File: config.mk
export PLATFORM = sky130hd
export DESIGN_NAME = halton_radical_inverse_unit
export DESIGN_NICKNAME = d
export VERILOG_FILES = /design/src/rtl/hri_pkg.sv /design/src/rtl/hri_cell.sv /design/src/rtl/halton_radical_inverse_unit.sv
export SDC_FILE = /design/constraint.sdc
export NUM_CORES = 1
export LEC_CHECK = 0
export ABC_AREA = 0
export ABC_CLOCK_PERIOD_IN_PS = 5000
export BUFFER_PORTS_ARGS = -buffer_cell sky130_fd_sc_hd__buf_2
export CAP_MARGIN = 20
export CORE_ASPECT_RATIO = 0.8
export CORE_UTILIZATION = 60
export DETAILED_ROUTE_END_ITERATION = 6
export PLACE_DENSITY = 0.82
export SYNTH_ARGS = -nofsm -noshare
export SYNTH_HDL_FRONTEND = slang
export SYNTH_SLANG_ARGS = --single-unit
File: constraint.sdc
create_clock -name clk -period 5 [get_ports clk]
set_input_delay 0.25 -clock clk [delete_from_list [all_inputs] [get_ports clk]]
set_output_delay 0.25 -clock clk [all_outputs]
set_load 0.02 [all_outputs]
File: src/rtl/hri_pkg.sv
// shared types and constants of the halton radical inverse unit
// no dependencies

package hri_pkg;

    localparam int BASE_W  = 5;
    localparam int DIGIT_W = 4;

    localparam logic [BASE_W-1:0] BASE_MIN = BASE_W'(2);
    localparam logic [BASE_W-1:0] BASE_MAX = BASE_W'(16);

    // token and carry handed from one digit cell to the next
    typedef struct packed {
        logic en;
        logic carry;
    } hri_link_t;

endpackage

File: src/rtl/hri_cell.sv
// one radix digit cell: doubles its digit with carry in, modulo the base
// depends on hri_pkg

module hri_cell (
    input  logic                      clk,
    input  logic                      rst_n,
    input  logic                      clear,
    input  logic [hri_pkg::BASE_W-1:0] base,
    input  hri_pkg::hri_link_t        up_in,
    input  hri_pkg::hri_link_t        down_in,
    output hri_pkg::hri_link_t        up_out,
    output hri_pkg::hri_link_t        down_out
);
    import hri_pkg::*;

    logic [DIGIT_W-1:0] digit_reg;
    logic [DIGIT_W-1:0] digit_next;
    hri_link_t          up_reg;
    hri_link_t          up_next;
    hri_link_t          down_reg;
    hri_link_t          down_next;
    logic               active;
    logic               carry_in;
    logic [DIGIT_W:0]   sum;
    logic [DIGIT_W:0]   diff;
    logic               wrap;

    always_comb
    begin
        active   = up_in.en | down_in.en;
        carry_in = up_in.en ? up_in.carry : down_in.carry;
        sum      = {digit_reg, 1'b0} + {{DIGIT_W{1'b0}}, carry_in};
        diff     = sum - base;
        wrap     = (sum >= base);
        digit_next = digit_reg;
        if (clear)
        begin
            digit_next = '0;
        end
        else if (active)
        begin
            digit_next = wrap ? diff[DIGIT_W-1:0] : sum[DIGIT_W-1:0];
        end
        up_next.en      = up_in.en;
        up_next.carry   = up_in.en & wrap;
        down_next.en    = down_in.en;
        down_next.carry = down_in.en & wrap;
    end

    always_ff @(posedge clk)
    begin
        digit_reg <= digit_next;
    end

    always_ff @(posedge clk or negedge rst_n)
    begin
        if (!rst_n)
        begin
            up_reg   <= '0;
            down_reg <= '0;
        end
        else
        begin
            up_reg   <= up_next;
            down_reg <= down_next;
        end
    end

    assign up_out   = up_reg;
    assign down_out = down_reg;

endmodule

File: src/rtl/halton_radical_inverse_unit.sv
// the index passes twice through the skewed digit chain of INDEX_BITS cells:
// binary to radix digits, then radix fraction to binary bits
// flow: a new index is taken only in idle, once the previous result has moved to the
// output register; while out_valid is held with out_ready low, a finished result waits
// reset: async active-low rst_n returns the controller to idle, no output pending
// depends on hri_pkg and hri_cell

module halton_radical_inverse_unit #(
    parameter int INDEX_BITS    = 16,
    parameter int FRACTION_BITS = 24
) (
    input  logic                      clk,
    input  logic                      rst_n,
    input  logic                      in_valid,
    output logic                      in_ready,
    input  logic [INDEX_BITS-1:0]     index,
    input  logic [hri_pkg::BASE_W-1:0] base,
    output logic                      out_valid,
    input  logic                      out_ready,
    output logic [FRACTION_BITS-1:0]  fraction_q24
);
    import hri_pkg::*;

    localparam int NCELL   = INDEX_BITS;
    localparam int BIN_END = INDEX_BITS + NCELL - 1;
    localparam int FRC_END = FRACTION_BITS + NCELL - 1;
    localparam int CNT_MAX = (BIN_END > FRC_END) ? BIN_END : FRC_END;
    localparam int CNT_W   = $clog2(CNT_MAX + 1);

    typedef enum logic [3:0] {
        S_IDLE = 4'b0001,
        S_BIN  = 4'b0010,
        S_FRAC = 4'b0100,
        S_DONE = 4'b1000
    } state_t;

    state_t                   state_reg;
    state_t                   state_next;
    logic [CNT_W-1:0]         cnt_reg;
    logic [CNT_W-1:0]         cnt_next;
    logic [INDEX_BITS-1:0]    idx_reg;
    logic [INDEX_BITS-1:0]    idx_next;
    logic [BASE_W-1:0]        base_reg;
    logic [BASE_W-1:0]        base_next;
    logic                     bad_reg;
    logic                     bad_next;
    logic [FRACTION_BITS-1:0] frac_reg;
    logic [FRACTION_BITS-1:0] frac_next;
    logic                     out_valid_reg;
    logic                     out_valid_next;
    logic [FRACTION_BITS-1:0] out_data_reg;
    logic [FRACTION_BITS-1:0] out_data_next;
    logic                     out_free;
    logic                     take;
    hri_link_t                up_feed;
    hri_link_t                down_feed;
    hri_link_t                up_link   [NCELL];
    hri_link_t                down_link [NCELL];

    assign take     = in_valid & in_ready;
    assign out_free = ~out_valid_reg | out_ready;

    always_comb
    begin
        up_feed.en      = (state_reg == S_BIN) && (cnt_reg < CNT_W'(INDEX_BITS));
        up_feed.carry   = idx_reg[INDEX_BITS-1];
        down_feed.en    = (state_reg == S_FRAC) && (cnt_reg < CNT_W'(FRACTION_BITS));
        down_feed.carry = 1'b0;
    end

    genvar gi;
    generate
        for (gi = 0; gi < NCELL; gi++)
        begin : g_cell
            hri_link_t up_src;
            hri_link_t down_src;
            if (gi == 0)
            begin : g_first
                assign up_src = up_feed;
            end
            else
            begin : g_rest
                assign up_src = up_link[gi-1];
            end
            if (gi == NCELL - 1)
            begin : g_last
                assign down_src = down_feed;
            end
            else
            begin : g_inner
                assign down_src = down_link[gi+1];
            end
            hri_cell u_cell (
                .clk      (clk),
                .rst_n    (rst_n),
                .clear    (take),
                .base     (base_reg),
                .up_in    (up_src),
                .down_in  (down_src),
                .up_out   (up_link[gi]),
                .down_out (down_link[gi])
            );
        end
    endgenerate

    always_comb
    begin
        state_next     = state_reg;
        cnt_next       = cnt_reg;
        idx_next       = idx_reg;
        base_next      = base_reg;
        bad_next       = bad_reg;
        frac_next      = frac_reg;
        out_valid_next = out_valid_reg & ~out_ready;
        out_data_next  = out_data_reg;
        case (state_reg)
            S_IDLE:
            begin
                if (take)
                begin
                    idx_next   = index;
                    base_next  = base;
                    bad_next   = (base < BASE_MIN) || (base > BASE_MAX);
                    cnt_next   = '0;
                    state_next = S_BIN;
                end
            end
            S_BIN:
            begin
                if (up_feed.en)
                begin
                    idx_next = {idx_reg[INDEX_BITS-2:0], 1'b0};
                end
                if (up_link[NCELL-1].en && (cnt_reg == CNT_W'(BIN_END)))
                begin
                    cnt_next   = '0;
                    state_next = S_FRAC;
                end
                else
                begin
                    cnt_next = cnt_reg + 1'b1;
                end
            end
            S_FRAC:
            begin
                if (down_link[0].en)
                begin
                    frac_next = {frac_reg[FRACTION_BITS-2:0], down_link[0].carry & ~bad_reg};
                end
                if (down_link[0].en && (cnt_reg == CNT_W'(FRC_END)))
                begin
                    cnt_next = '0;
                    if (out_free)
                    begin
                        out_valid_next = 1'b1;
                        out_data_next  = frac_next;
                        state_next     = S_IDLE;
                    end
                    else
                    begin
                        state_next = S_DONE;
                    end
                end
                else
                begin
                    cnt_next = cnt_reg + 1'b1;
                end
            end
            S_DONE:
            begin
                if (out_free)
                begin
                    out_valid_next = 1'b1;
                    out_data_next  = frac_reg;
                    state_next     = S_IDLE;
                end
            end
            default:
            begin
                state_next = S_IDLE;
            end
        endcase
    end

    always_ff @(posedge clk or negedge rst_n)
    begin
        if (!rst_n)
        begin
            state_reg     <= S_IDLE;
            cnt_reg       <= '0;
            out_valid_reg <= 1'b0;
        end
        else
        begin
            state_reg     <= state_next;
            cnt_reg       <= cnt_next;
            out_valid_reg <= out_valid_next;
        end
    end

    always_ff @(posedge clk)
    begin
        idx_reg      <= idx_next;
        base_reg     <= base_next;
        bad_reg      <= bad_next;
        frac_reg     <= frac_next;
        out_data_reg <= out_data_next;
    end

    assign in_ready     = (state_reg == S_IDLE);
    assign out_valid    = out_valid_reg;
    assign fraction_q24 = out_data_reg;

endmodule
Yosys cells after proc, flatten, opt, wreduce, memory -nomap -nowiden
Index checks and enable logic that the tools add are counted.

storage, ports and cells
  input bits = 25
  memory bits (writable) = 0
  register bits = 208
  memories = 0
  latch bits = 0
  logic and storage cells = 272
  memory bits (read-only) = 0

cells by class
  reductions and logical operators = 13
  shift operators = 0
  $add $sub $neg = 33
  bitwise logic cells = 54
  divide/modulo/power cells = 0
  magnitude comparators = 20
  equal/unequal tests = 12
  $mul = 0
  muxes and demuxes = 53

operator list
  cell                                                                    count
  24-bit two-way mux                                                      4
  4-bit two-way mux                                                       21
  5-bit by 1-bit adder with 5-bit output                                  16
  5-bit >= comparator                                                     16
  4-bit subtractor                                                        16
  24-bit one-hot mux with 2 select lines                                  1
  1-bit AND                                                               34
  16-bit two-way mux                                                      2
  16-bit one-hot mux with 2 select lines                                  1
  1-bit two-way mux                                                       18
  6-bit two-way mux                                                       3
  6-bit one-hot mux with 3 select lines                                   1
  1-bit bitwise OR                                                        17
  4-bit one-hot mux with 4 select lines                                   1
  6-bit by 5-bit < comparator with 1-bit output (second input constant)   2
  2-bit by 1-bit != test with 1-bit output (second input constant)        4
  4-bit AND reduction                                                     2
  6-bit by 1-bit adder with 6-bit output (second input constant)          1
  6-bit by 5-bit equality test with 1-bit output (second input constant)  1
  6-bit equality test (second input constant)                             1
  5-bit greater-than comparator (second input constant)                   1
  5-bit by 2-bit < comparator with 1-bit output (second input constant)   1
  4-bit by 1-bit equality test with 1-bit output (second input constant)  1
  4-bit by 2-bit equality test with 1-bit output (second input constant)  1
  11 further kinds                                                        19

Depth between registers and ports, before layout
  word-level depth = 6
  mapped depth = 11
  gate-level depth less buffers = 10

By module
A second synthesis with hierarchy kept.

unflattened totals
  cell total of the unflattened synthesis = 1,120
  area total of the unflattened synthesis = 11,947.7 µm²

modules (own cells, without submodules)
  module                       cells an instance  seq. area each (µm²)  area an instance (µm²)  instances
  hri_cell                     54                 180.2                 519.2                   16
  halton_radical_inverse_unit  256                2,378.5               3,639.7                 1

Least setup slack after synthesis
OpenSTA, ideal clock, no wires.

  path type = register to register
  start = register state_reg[3]
  end = register out_data_reg[0] (netlist: fraction_q24[0]) (enable)
  slack = 1.432 ns
  buffers on the path = 1
  library setup time = 0.413 ns
  required time = 4.587 ns
  data arrival time = 3.155 ns
  stages on the path, launching flop included = 6
  cells stage by stage = dfrtp_1 > or4b_1 > clkbuf_1 > inv_1 > a21boi_0 > a21oi_1

on the way
  cells in the longest elaborated chain, start to end = 3
  elaborated cells on any way between the ends = 7

ends and longest elaborated chain
  what                                                                                   line                                text
  from (decl)                                                                            halton_radical_inverse_unit.sv:37   state_t state_reg;
  from (signal assigned)                                                                 halton_radical_inverse_unit.sv:195  state_reg <= state_next;
  4-bit by 3-bit equality test with 1-bit output or 4-bit equality test (tied branches)  halton_radical_inverse_unit.sv:116  case (state_reg)
  2-bit != test (no source line) (tied with other cells)                                 -
  4-bit AND reduction (no source line) (*)                                               -
  to (signal assigned)                                                                   halton_radical_inverse_unit.sv:207  out_data_reg <= out_data_next;
  to (decl)                                                                              halton_radical_inverse_unit.sv:51   logic [FRACTION_BITS-1:0] out_data_reg;

Mark *: on every way between the ends. The rest lies on a longest branch, timed or not.
A chain may end at the register's enable or synchronous reset.

Worst setup path after layout
  start = register state_reg[2]
  end = register g_cell[0].u_cell.digit_reg[0]

on the way
  cells in the longest elaborated chain, start to end = 6
  elaborated cells on any way between the ends = 10

ends and longest elaborated chain
  what                                                     line                               text
  4-bit by 2-bit equality test with 1-bit output           halton_radical_inverse_unit.sv:65  up_feed.en = (state_reg == S_BIN) && (cnt_reg < CNT_W'(INDEX_BITS));
  1-bit logical AND                                        halton_radical_inverse_unit.sv:65
  1-bit two-way mux                                        hri_cell.sv:31                     carry_in = up_in.en ? up_in.carry : down_in.carry;
  5-bit by 1-bit adder with 5-bit output                   hri_cell.sv:32                     sum = {digit_reg, 1'b0} + {{DIGIT_W{1'b0}}, carry_in};
  4-bit subtractor or 5-bit >= comparator (tied branches)  hri_cell.sv:33, hri_cell.sv:34
  4-bit two-way mux                                        hri_cell.sv:42                     digit_next = wrap ? diff[DIGIT_W-1:0] : sum[DIGIT_W-1:0];
  to (signal assigned)                                     hri_cell.sv:52                     digit_reg <= digit_next;
  to (decl)                                                hri_cell.sv:16                     logic [DIGIT_W-1:0] digit_reg;

Several ways; a longest one is shown, not always the timed one.

==> reports/qor.txt <==
WORST SETUP PATH
--------------------------------------------------------------------------------
Crit start category                                                    flip-flop
CP Data Required Time                                                    5.43 ns
Worst setup slack for register-to-register paths                         1.41 ns
Kind of end point of the critical path                                 flip-flop
Crit path arrival time                                                   4.02 ns
Critical path fanouts, max                                                    20
Endpoint of the worst register-to-register path                     g_cell[0].u_cell.digit_reg[0]$_SDFFE_PP0P_
Critical path type                                                  flip-flop to flip-flop
Crit Reg-Reg Startpoint                                             state_reg[2]$_DFFE_PN0P_
Cells on worst reg2reg path                                                    9

OUTCOME
--------------------------------------------------------------------------------
Result of the run                                                   finished with violations
Failing checks                                                               DRC

SYNTHESIS
--------------------------------------------------------------------------------
Post-synthesis cell count                                                    965
Synthesized cell area                                               10,800 sq um
Top cells by area in the synthesized netlist                        sky130_fd_sc_hd__edfxtp_1 19%, sky130_fd_sc_hd__dfrtp_1 17%, sky130_fd_sc_hd__dfxtp_1 12%, sky130_fd_sc_hd__ha_1 9.4%, sky130_fd_sc_hd__mux2_2 5.0%
Top flip-flop cell by instance count after synthesis                sky130_fd_sc_hd__dfrtp_1
Post-Syn Nets                                                              1,087
Leading area contributor after synthesis                            sky130_fd_sc_hd__edfxtp_1
Share of async-settable or async-resettable flops after synthesis          35.6%
Number of enable-type register cells in the synthesized netlist               70
Post-Syn Area per Cell                                                11.2 sq um
Library cell with the highest instance count after synthesis        sky130_fd_sc_hd__nand2_1
Sequential area share after synthesis                                      48.3%
Number of distinct library cells after synthesis                              53
Area share of the leading cell type in the synthesized netlist             19.4%
Yosys Warn Count                                                               0
Cell types with the highest counts after synthesis                  102 x sky130_fd_sc_hd__nand2_1, 81 x sky130_fd_sc_hd__ha_1, 73 x sky130_fd_sc_hd__dfrtp_1
#FFs+latches synth                                                           208

CELLS AND AREA
--------------------------------------------------------------------------------
Final net count                                                            1,147
Multi-input gate area                                                 5360 sq um
Area occupied by registers                                            5240 sq um
Antenna Cells                                                                  0
Fill cells                                                                 1,250
Layout area overhead                                                       11.0%
Layout Cell Area excl Fill                                          12,000 sq um
Flip-flop count of the largest register after layout                          64
Fraction of layout cells with a size suffix above 1                        16.4%
Cell Count, Final, Fillers Out                                             1,264

FLOORPLAN
--------------------------------------------------------------------------------
Starting density of the core                                               62.0%
Placeable core region                                               17,500 sq um
Height of the die                                                    122 microns
Cell row count                                                                43
Die outline area                                                    18,600 sq um
Count of boundary I/O pins                                                    51
Die Wd                                                               152 microns

CLOCKING
--------------------------------------------------------------------------------
Clock root cell                                                     sky130_fd_sc_hd__clkbuf_16
TritonCTS clock tree                                                       built
Clk pin slew, worst setup/hold paths                                     0.06 ns
Clock insertion delay at the later pin of the skew report                0.49 ns
TritonCTS Sinks                                                              208
Post-CTS setup-driven buffer insertion count                                   0
Post-cts repair resize count                                                   0
Clock buffers created by TritonCTS                                            21
Deepest clock path buffer count                                                3
H-tree lvl count                                                               1

TIMING
--------------------------------------------------------------------------------
Transition time of the tightest slew-check pin                           1.07 ns
Ratio of final minimum period to clock period                              71.9%
Number of max-slew violations in the final report                              0
Final hold violation count                                                     0
Number of setup violations in the final report                                 0
Worst hold slack                                                       0.0388 ns
Crit path time final                                                     3.59 ns
Worst-case clock skew                                                 0.00664 ns
Max-slew headroom                                                          28.4%
Sum of negative setup slack                                                 0 ns
FMAX                                                                   0.278 GHz
Unrepaired setup endpoints after global routing                            false

JOB
--------------------------------------------------------------------------------
Number of max-cap violations                                                   0

PLACED DESIGN
--------------------------------------------------------------------------------
Placer Congestion                                                          0.819
Hpwl dp                                                             13,900 microns
Placed cell count                                                          1,221
Placed Area                                                         11,300 sq um
Buffers added on ports                                                        50

GLOBAL ROUTING
--------------------------------------------------------------------------------
Met2 usage                                                                 40.1%
Antenna violations before repair                                               0
Met1 demand-to-capacity share in global routing                            33.8%
Global routing met3 resource utilization                                   2.86%
GRT busiest layer                                                           met2
Global-route wire length before repair                              36,400 microns
GR Util All Layers                                                         24.2%
Gr ovfl total                                                                  0
Number of global-route vias before repair                                  7,434
Largest net degree at the start of global routing                             75

DETAILED ROUTING
--------------------------------------------------------------------------------
Via count                                                                  7,579
Drt initial violations                                                       445
DRT Wirelength                                                      21,900 microns
Average vias per placed instance                                            6.00
Detailed-route DRC error count                                                 8
Routed wirelength normalized by instance count                      17.3 microns
Final antenna-violating net count                                              0
First-pass DRT Iterations                                                      7

POWER
--------------------------------------------------------------------------------
Static leakage                                                           4.94 nW
P per Cell Area                                                      505 nW/um^2
Maximum vdd ir drop                                                       262 uV

MIN PATH
--------------------------------------------------------------------------------
Worst hold endpoint                                                 idx_reg[5]$_DFFE_PP_
Worst min-delay path category                                       primary input to flip-flop
Cells on Worst Hold Path                                                       3
Worst hold start                                                        index[5]

[cell usage in the layout (no fill, tap or decap), drive strengths merged, types with 17 or more instances in the layout]
| master | Yosys | routed |
|---|---|---|
| o21ai | 50 | 50 |
| inv | 42 | 42 |
| buf | 4 | 55 |
| nand3 | 33 | 33 |
| nand2 | 102 | 102 |
| mux2 | 48 | 48 |
| ha | 81 | 81 |
| clkbuf | 20 | 32 |
| dfrtp | 73 | 73 |
| nor2 | 37 | 37 |
| a21oi | 56 | 56 |
| edfxtp | 70 | 70 |
| mux2i | 48 | 48 |
| dfxtp | 64 | 64 |
| xor2 | 17 | 17 |
| nor2b | 32 | 32 |
[critical path, cell delays in order (launching register included)]
cell	delay [ns]
sky130_fd_sc_hd__dfrtp_1	0.42
sky130_fd_sc_hd__or4b_1	0.85
sky130_fd_sc_hd__or3_1	0.55
sky130_fd_sc_hd__mux2i_1	0.18
sky130_fd_sc_hd__ha_1	0.23
sky130_fd_sc_hd__nor2b_1	0.14
sky130_fd_sc_hd__o31ai_1	0.37
sky130_fd_sc_hd__nor2_1	0.21
sky130_fd_sc_hd__or4_1	0.49
sky130_fd_sc_hd__nand3_1	0.09
[timing repair]
action	CTS	global route
endpoints found under the setup margin	0	0
endpoints found under the hold margin	78	0
hold buffers	6	0
[per-layer routing]
layer	up-vias	wire length, microns
met4	0	476
li1	3696	-
met1	3668	10300
met5	-	0
met2	168	10300
met3	47	795
[area by class of cell]
cell class	instances	share of cell area, %
repair buffers	61	2.91
flip-flops and latches	208	43.5
inverters	42	1.31
multi-input cells	691	44.5
clock buffers	32	4.96
clock inverters	5	0.406
well taps	225	2.34
[kinds of logic (layout without fill, tap and decap cells)]
kind of cell / after synthesis / after routing / synth area share (%)
simple gates: 299 / 299 / 14.5
buf+inv: 66 / 140 / 2.31
xor+xnor: 33 / 33 / 2.67
compound gates: 166 / 166 / 10.5
fa+ha+maj: 97 / 97 / 12.3
flops: 208 / 208 / 48.3
mux: 96 / 96 / 9.42
[power breakdown]
group          switching [W]  internal [W]
sequential          0.000258       0.00210
combinational        0.00130      0.000912
clock               0.000629      0.000873
[per-stage QoR]
stage | util [%] | total power [W] | setup slack [ns]
3_3_place_gp | 64.8 | 0.00446 | 1.53
5_1_grt | 68.8 | 0.00647 | 1.27
2_1_floorplan | - | 0.00405 | 1.43
3_5_place_dp | 64.8 | 0.00456 | 1.48
4_1_cts | 68.8 | 0.00607 | 1.44
6_report | 68.8 | 0.00607 | 1.41
[how the worst max path moves through the flow]
stage               slack [ns]                                    endpoint                     start
finish                    1.41  g_cell[0].u_cell.digit_reg[0]$_SDFFE_PP0P_  state_reg[2]$_DFFE_PN0P_
global route              1.27  g_cell[0].u_cell.digit_reg[0]$_SDFFE_PP0P_  state_reg[2]$_DFFE_PN0P_
CTS                       1.44  g_cell[0].u_cell.digit_reg[0]$_SDFFE_PP0P_  state_reg[2]$_DFFE_PN0P_
detailed placement        1.48  g_cell[0].u_cell.digit_reg[0]$_SDFFE_PP0P_  state_reg[2]$_DFFE_PN0P_
global placement          1.53  g_cell[0].u_cell.digit_reg[0]$_SDFFE_PP0P_  state_reg[2]$_DFFE_PN0P_
floorplan                 1.43                   fraction_q24[0]$_DFFE_PP_  state_reg[3]$_DFFE_PN0P_
(Power assumes the default switching activity.)
